### config.mk
export PLATFORM = sky130hd
export DESIGN_NAME = address_set_membership_table_core
export DESIGN_NICKNAME = d
export VERILOG_FILES = /design/src/rtl/asmt_pkg.sv /design/src/rtl/asmt_cell.sv /design/src/rtl/address_set_membership_table_core.sv
export SDC_FILE = /design/constraint.sdc
export NUM_CORES = 2
export LEC_CHECK = 0
export BUFFER_PORTS_ARGS = -buffer_cell sky130_fd_sc_hd__buf_4
export CORE_MARGIN = 1
export CORE_UTILIZATION = 53
export CTS_CLUSTER_SIZE = 25
export DETAILED_ROUTE_END_ITERATION = 6
export PLACE_DENSITY_LB_ADDON = 0.3
export RECOVER_POWER = 50
export SLEW_MARGIN = 20
export SYNTH_ARGS = -nofsm -noshare
export SYNTH_HDL_FRONTEND = slang
export SYNTH_SLANG_ARGS = --single-unit
### constraint.sdc
create_clock -name i_clk -period 3.9 [get_ports i_clk]
set_input_delay 1.17 -clock i_clk [delete_from_list [all_inputs] [get_ports i_clk]]
set_output_delay 1.17 -clock i_clk [all_outputs]
set_load 0.1 [all_outputs]
### src/rtl/asmt_pkg.sv
`timescale 1ns / 1ps
// ============================================================================
// asmt_pkg
// Shared types and codes for the address set membership table.
// ============================================================================
package asmt_pkg;

    localparam int ADDR_W    = 32;
    localparam int CMD_W     = 2;
    localparam int STATUS_W  = 2;
    localparam int CNT_OUT_W = 7;

    // Command codes
    localparam logic [CMD_W-1:0] CMD_ADD      = 2'd0;
    localparam logic [CMD_W-1:0] CMD_CONTAINS = 2'd1;
    localparam logic [CMD_W-1:0] CMD_CLEAR    = 2'd2;

    // Status codes
    localparam logic [STATUS_W-1:0] ST_ADDED = 2'd0;
    localparam logic [STATUS_W-1:0] ST_DUP   = 2'd1;
    localparam logic [STATUS_W-1:0] ST_FULL  = 2'd2;
    localparam logic [STATUS_W-1:0] ST_DONE  = 2'd3;

    typedef enum logic {
        S_IDLE,
        S_SEARCH
    } t_state;

    // Search token handed from one cell to the next.
    typedef struct packed {
        logic              vld;
        logic              hit;
        logic [ADDR_W-1:0] key;
    } t_link;

    // Write request broadcast to the cells; the target position travels apart.
    typedef struct packed {
        logic              en;
        logic [ADDR_W-1:0] data;
    } t_wr;

endpackage

### src/rtl/asmt_cell.sv
`timescale 1ns / 1ps
// ============================================================================
// asmt_cell
// One storage cell of the table: holds one address and passes the search
// token on to its neighbour, merging in its own compare result.
// ============================================================================
module asmt_cell
    import asmt_pkg::*;
#(
    parameter int POS   = 0,
    parameter int IDX_W = 6,
    parameter int CNT_W = 7
) (
    input  logic             i_clk,
    input  logic             i_rst_n,
    input  t_link            i_link,
    input  logic [CNT_W-1:0] i_count,
    input  t_wr              i_wr,
    input  logic [IDX_W-1:0] i_wr_idx,
    output t_link            o_link
);

    logic [ADDR_W-1:0] r_entry;
    logic              r_vld;
    logic              r_hit;
    logic [ADDR_W-1:0] r_key;
    logic              w_held;
    logic              w_match;

    // The entry only counts while its position lies below the fill count.
    assign w_held  = (CNT_W'(POS) < i_count);
    assign w_match = w_held && (r_entry == i_link.key);

    always_ff @(posedge i_clk) begin
        if (i_wr.en && (i_wr_idx == IDX_W'(POS))) begin
            r_entry <= i_wr.data;
        end
    end

    always_ff @(posedge i_clk) begin
        if (!i_rst_n) begin
            r_vld <= 1'b0;
        end else begin
            r_vld <= i_link.vld;
        end
    end

    always_ff @(posedge i_clk) begin
        r_hit <= i_link.hit | w_match;
        r_key <= i_link.key;
    end

    assign o_link = '{vld: r_vld, hit: r_hit, key: r_key};

endmodule

### src/rtl/address_set_membership_table_core.sv
`timescale 1ns / 1ps
// ============================================================================
// address_set_membership_table_core
// Fixed-capacity set of 32-bit addresses with add, membership test and clear.
// ============================================================================
// An item is taken when start is high and busy is low, and every item gives
// exactly one result, shown for a single cycle while o_done is high; the
// receiver cannot stall, so it must capture the result in that cycle. An add
// or a membership test sends a search token down a chain of CAPACITY cells,
// one cell per clock, so busy stays high while the token is in the chain,
// o_done rises once the token has left the last cell, and the next item can
// be taken in that same cycle, so a new add or test waits until the last is through.
// A clear or an unused command does not search, and its result comes on the
// next cycle. Reset empties the set by clearing the entry count; the stored
// addresses themselves are never cleared, as only positions below the entry
// count take part in a compare.
// ============================================================================
module address_set_membership_table_core
    import asmt_pkg::*;
#(
    parameter int CAPACITY = 64
) (
    input  logic                i_clk,
    input  logic                i_rst_n,
    input  logic                start,
    output logic                busy,
    input  logic [CMD_W-1:0]    i_command,
    input  logic [ADDR_W-1:0]   i_address,
    output logic                o_done,
    output logic [STATUS_W-1:0] o_status,
    output logic                o_hit,
    output logic [CNT_OUT_W-1:0] o_entry_count
);

    // Width of a cell position and of the fill count, which can reach CAPACITY.
    localparam int IDX_W = (CAPACITY > 1) ? $clog2(CAPACITY) : 1;
    localparam int CNT_W = $clog2(CAPACITY + 1);

    t_state r_state;
    t_state n_state;

    logic [CMD_W-1:0]    r_cmd;
    logic [CNT_W-1:0]    r_count;
    logic [CNT_W-1:0]    n_count;
    logic                r_done;
    logic                n_done;
    logic [STATUS_W-1:0] r_status;
    logic [STATUS_W-1:0] n_status;
    logic                r_hit;
    logic                n_hit;

    logic                w_accept;
    logic                w_search_cmd;
    logic                w_inject;
    logic                w_full;
    t_wr                 w_wr;
    logic [CNT_W+CNT_OUT_W-1:0] w_count_ext;

    // The link array: entry k feeds cell k, the last entry leaves the chain.
    t_link w_link [0:CAPACITY];

    assign w_accept = start && !busy;

    // Only an add or a membership test has to search the table.
    always_comb begin
        unique case (i_command) inside
            CMD_ADD, CMD_CONTAINS: w_search_cmd = 1'b1;
            default:               w_search_cmd = 1'b0;
        endcase
    end

    // ------------------------------------------------------------------
    // Sequencer: next state
    // ------------------------------------------------------------------
    always_comb begin
        n_state = r_state;
        unique case (r_state)
            S_IDLE: begin
                if (w_accept && w_search_cmd) begin
                    n_state = S_SEARCH;
                end
            end
            S_SEARCH: begin
                if (w_link[CAPACITY].vld) begin
                    n_state = S_IDLE;
                end
            end
            default: n_state = S_IDLE;
        endcase
    end

    // ------------------------------------------------------------------
    // Sequencer: outputs
    // ------------------------------------------------------------------
    always_comb begin
        busy     = 1'b0;
        w_inject = 1'b0;
        unique case (r_state)
            S_IDLE: begin
                w_inject = start && w_search_cmd;
            end
            S_SEARCH: begin
                busy = 1'b1;
            end
            default: begin
                busy = 1'b1;
            end
        endcase
    end

    always_ff @(posedge i_clk) begin
        if (!i_rst_n) begin
            r_state <= S_IDLE;
        end else begin
            r_state <= n_state;
        end
    end

    // ------------------------------------------------------------------
    // Cell chain. The token carries the address with it, so the address
    // arriving at the end of the chain is the one to store on an add.
    // ------------------------------------------------------------------
    assign w_link[0] = '{vld: w_inject, hit: 1'b0, key: i_address};

    for (genvar g = 0; g < CAPACITY; g++) begin : g_cell
        asmt_cell #(
            .POS   (g),
            .IDX_W (IDX_W),
            .CNT_W (CNT_W)
        ) u_cell (
            .i_clk    (i_clk),
            .i_rst_n  (i_rst_n),
            .i_link   (w_link[g]),
            .i_count  (r_count),
            .i_wr     (w_wr),
            .i_wr_idx (r_count[IDX_W-1:0]),
            .o_link   (w_link[g+1])
        );
    end

    // ------------------------------------------------------------------
    // Result and fill count. An item without a search answers at once; a
    // search answers on the cycle its token leaves the last cell.
    // ------------------------------------------------------------------
    assign w_full = (r_count == CNT_W'(CAPACITY));

    always_comb begin
        n_done   = 1'b0;
        n_status = r_status;
        n_hit    = r_hit;
        n_count  = r_count;
        w_wr.en   = 1'b0;
        w_wr.data = w_link[CAPACITY].key;
        if (w_accept && !w_search_cmd) begin
            n_done   = 1'b1;
            n_status = ST_DONE;
            n_hit    = 1'b0;
            if (i_command == CMD_CLEAR) begin
                n_count = '0;
            end
        end else if ((r_state == S_SEARCH) && w_link[CAPACITY].vld) begin
            n_done = 1'b1;
            n_hit  = w_link[CAPACITY].hit;
            if (r_cmd == CMD_ADD) begin
                if (w_link[CAPACITY].hit) begin
                    n_status = ST_DUP;
                end else if (w_full) begin
                    n_status = ST_FULL;
                end else begin
                    n_status = ST_ADDED;
                    n_count  = r_count + CNT_W'(1);
                    w_wr.en  = 1'b1;
                end
            end else begin
                n_status = ST_DONE;
            end
        end
    end

    always_ff @(posedge i_clk) begin
        if (!i_rst_n) begin
            r_done  <= 1'b0;
            r_count <= '0;
        end else begin
            r_done  <= n_done;
            r_count <= n_count;
        end
    end

    always_ff @(posedge i_clk) begin
        r_status <= n_status;
        r_hit    <= n_hit;
        if (w_accept) begin
            r_cmd <= i_command;
        end
    end

    // The count port carries the low bits of the count for large tables.
    assign w_count_ext   = {{CNT_OUT_W{1'b0}}, r_count};
    assign o_done        = r_done;
    assign o_status      = r_status;
    assign o_hit         = r_hit;
    assign o_entry_count = w_count_ext[CNT_OUT_W-1:0];

`ifndef SYNTHESIS
    a_exit_in_search: assert property (@(posedge i_clk) disable iff (!i_rst_n)
        w_link[CAPACITY].vld |-> (r_state == S_SEARCH))
        else $error("search token left the chain outside a search");

    a_count_bound: assert property (@(posedge i_clk) disable iff (!i_rst_n)
        r_count <= CNT_W'(CAPACITY))
        else $error("fill count above capacity");

    a_search_answers: assert property (@(posedge i_clk) disable iff (!i_rst_n)
        ((r_state == S_SEARCH) && w_link[CAPACITY].vld) |=> o_done)
        else $error("finished search gave no result");

    a_count_moves_with_result: assert property (@(posedge i_clk) disable iff (!i_rst_n)
        !$stable(r_count) |-> o_done)
        else $error("fill count changed without a result");
`endif

endmodule
==> flow_summary.json <==
{
  "synth_top_area_cell": "edfxtp_1",
  "antenna_found_initial": 45,
  "startpoint_type": "flop",
  "worstSetupEndpointType": "flop",
  "drive_gt1_share_pct": 10.36,
  "fin_util_pct": 61.19,
  "period_share_pct": 93.07,
  "rsz0062_at_grt": "false",
  "crit_arrival_ps": 4040,
  "clkSinkCount": 4238,
  "clock_latency_ps": 980,
  "p_leak_nw": 46.68,
  "hold_depth": 1,
  "overflow": 0,
  "crit_family": "buffers and inverters",
  "slew_violations": 1209,
  "finalCriticalPeriod_ps": 3630,
  "hp-class": "in2reg",
  "syn_avg_cell_area_um2": 17.62,
  "vias": 61840,
  "syn_nets": 7405,
  "critPathKind": "reg2reg",
  "cts_max_path_buffers": 4,
  "status": "finished, violations left",
  "pin_count": 49,
  "worst_pin_slew_ps": 3508,
  "fp.coreArea_um2": 243200,
  "row_count": 181,
  "port_buffers": 48,
  "drt_iter0_markers": 7118,
  "worstPathBufferInverterCount": 1,
  "hpwl_mm": 206.8,
  "cp_num_cells": 1,
  "ctsHoldBuffers": 0,
  "drtPass1Iterations": 6,
  "nets": 7957,
  "final_antenna_net_count": 0,
  "final.setup.tns_ps": 0,
  "layout_common_cells": "2183 x dfxtp_1, 2050 x edfxtp_1, 1190 x xnor2_1",
  "critical_path.cell_chain": "clkbuf_1",
  "final_common_cell": "dfxtp_1",
  "synthArstFlopShare_pct": 0,
  "syn-cell-area_um2": 129800,
  "setup_viol": 0,
  "grt_max_degree": 68,
  "wl_per_cell_um": 27.56,
  "clk_pin_slew_worst_paths_ps": 60,
  "synth_edf_count": 2050,
  "timing.fmax_mhz": 275.5,
  "dieArea_um2": 246900,
  "skew_ps": 79.28,
  "ys_types": 51,
  "detail_route.drc_violations": 0,
  "postCtsSetupBuffers": 0,
  "synth.top_cells.by_area": "edfxtp_1 47%, dfxtp_1 34%, xnor2_1 8.0%, xor2_1 5.8%, nand4_1 1.5%",
  "syn-instance-count": 7364,
  "viasPerCell": 5.396,
  "routabilityCongestion": 0.8855,
  "maxSlewHeadroom_pct": -133.9,
  "max-cap-violations": 36,
  "p_per_area_nw_per_um2": 593.9,
  "required_ps": 4310,
  "synth_warnings": 0,
  "grt_pass1_wl_mm": 446.8,
  "die_h_um": 496.8,
  "synth-seq-area-share_pct": 81.18,
  "crit_path_max_incr_delay_ps": 1670,
  "clockRootBuffer": "clkbuf_16",
  "peakVddDrop_v": 0.0005082,
  "grtUsageTotal_pct": 25.37,
  "routed_wirelength_mm": 315.8,
  "netlist.area_leader.share_pct": 47.43,
  "worstRegToRegCells": 1,
  "cts_buffers": 402,
  "synthFlopType": "dfxtp_1",
  "cpMaxStageDelayCell": "clkbuf_1",
  "htree_levels": 5,
  "grt_pass1_vias": 62450,
  "start_util_pct": 53.36,
  "violations": "max-capacitance violations, max-slew violations",
  "cts_tree": "yes",
  "chipWidth_um": 496.8,
  "ys_ff_latch": 4238,
  "area_delta_synth_final_pct": 14.67,
  "hold_viol": 0,
  "path_max_fanout": 25,
  "cts_resized": 0,
  "nFillCells": 17250
}
==> cells by family (layout without fill, tap and decap cells) <==
| group | Yosys count | after routing | synth area share (%) |
|---|---|---|---|
| AOI/OAI and AO/OA | 149 | 149 | 0.8870 |
| xor gates and xnor gates | 2049 | 2049 | 13.83 |
| adders and majority gates | 4 | 4 | 0.03857 |
| buffers and inverters | 64 | 949 | 0.2044 |
| DFF | 4238 | 4238 | 81.18 |
| other | 0 | 10 | 0 |
| and+or+nand+nor | 860 | 860 | 3.857 |
==> power breakdown <==
part	leakage, nW	switching (W)	internal [W]
clock network	6.65	0.0161	0.0234
registers	32.4	0.000883	0.0471
logic	7.65	0.000399	0.000514
total	46.7	0.0174	0.0710
==> layout make-up <==
class                   count  area, µm²  share of cell area [%]
inverters                  32      120.1                 0.08071
multi-input cells        3062      24460                   16.44
repair buffers            180       1280                  0.8601
diodes                     10      25.02                 0.01682
clock inverters           170       2062                   1.386
clock buffers             567      11490                   7.724
well taps                3202       4006                   2.692
flip-flops and latches   4238     105400                   70.80
==> stage by stage <==
stage / std cells / cell area [µm²] / setup WS [ps] / hold slack (ps) / power, W
global placement: 10710 / 135500 / 837.6 / 347.8 / 0.04981
finish: 11460 / 148800 / 270.4 / 298.6 / 0.08838
global route: 11450 / 148800 / 242.1 / 259.9 / 0.09057
detailed placement: 10710 / 135500 / 1049 / 345.7 / 0.04983
floorplan: 7364 / 129800 / -214.7 / 348.9 / 0.04921
CTS: 11450 / 149100 / 446.4 / 212.6 / 0.08873
==> sequential cells by signal (all words and copies together), names as in the netlist <==
signal	flops
o_hit	1
r_cmd	2
r_state	1
o_entry_count	7
o_status	2
g_cell.u_cell.r_entry	2048
g_cell.u_cell.r_vld	64
g_cell.u_cell.r_key	2048
g_cell.u_cell.r_hit	64
o_done	1
==> routing by layer <==
metal,routed length [µm],GRT usage (%),vias to the layer above
li1,-,-,27250
met1,129700,34.58,31520
met2,153900,42.30,2538
met3,23970,4.102,525
met4,8287,6.849,6
met5,32,0,-
==> worst paths after layout <==
kind	startpoint	endpoint	slack, ps
max	g_cell[63].u_cell.r_key[9]	g_cell[36].u_cell.r_entry[9]	270
min	i_address[20]	g_cell[0].u_cell.r_key[20]	300
max reg2reg	g_cell[63].u_cell.r_key[9]	g_cell[36].u_cell.r_entry[9]	270
min reg2reg	g_cell[39].u_cell.r_key[18]	g_cell[40].u_cell.r_key[18]	300
==> synthesized netlist by cell type (12+ instances only) <==
cell / n
nand4_1: 302
edfxtp_1: 2050
inv_1: 31
a31o_1: 12
nand3_1: 42
o2111ai_1: 21
nor4_1: 217
nand2_1: 29
xor2_1: 859
clkbuf_1: 22
xnor2_1: 1190
a21oi_1: 25
o21ai_0: 15
nor2_1: 76
dfxtp_1: 2188
nor3_1: 87
a31o_2: 17
and2_1: 67
o41ai_1: 21
(Power assumes the default switching activity.)
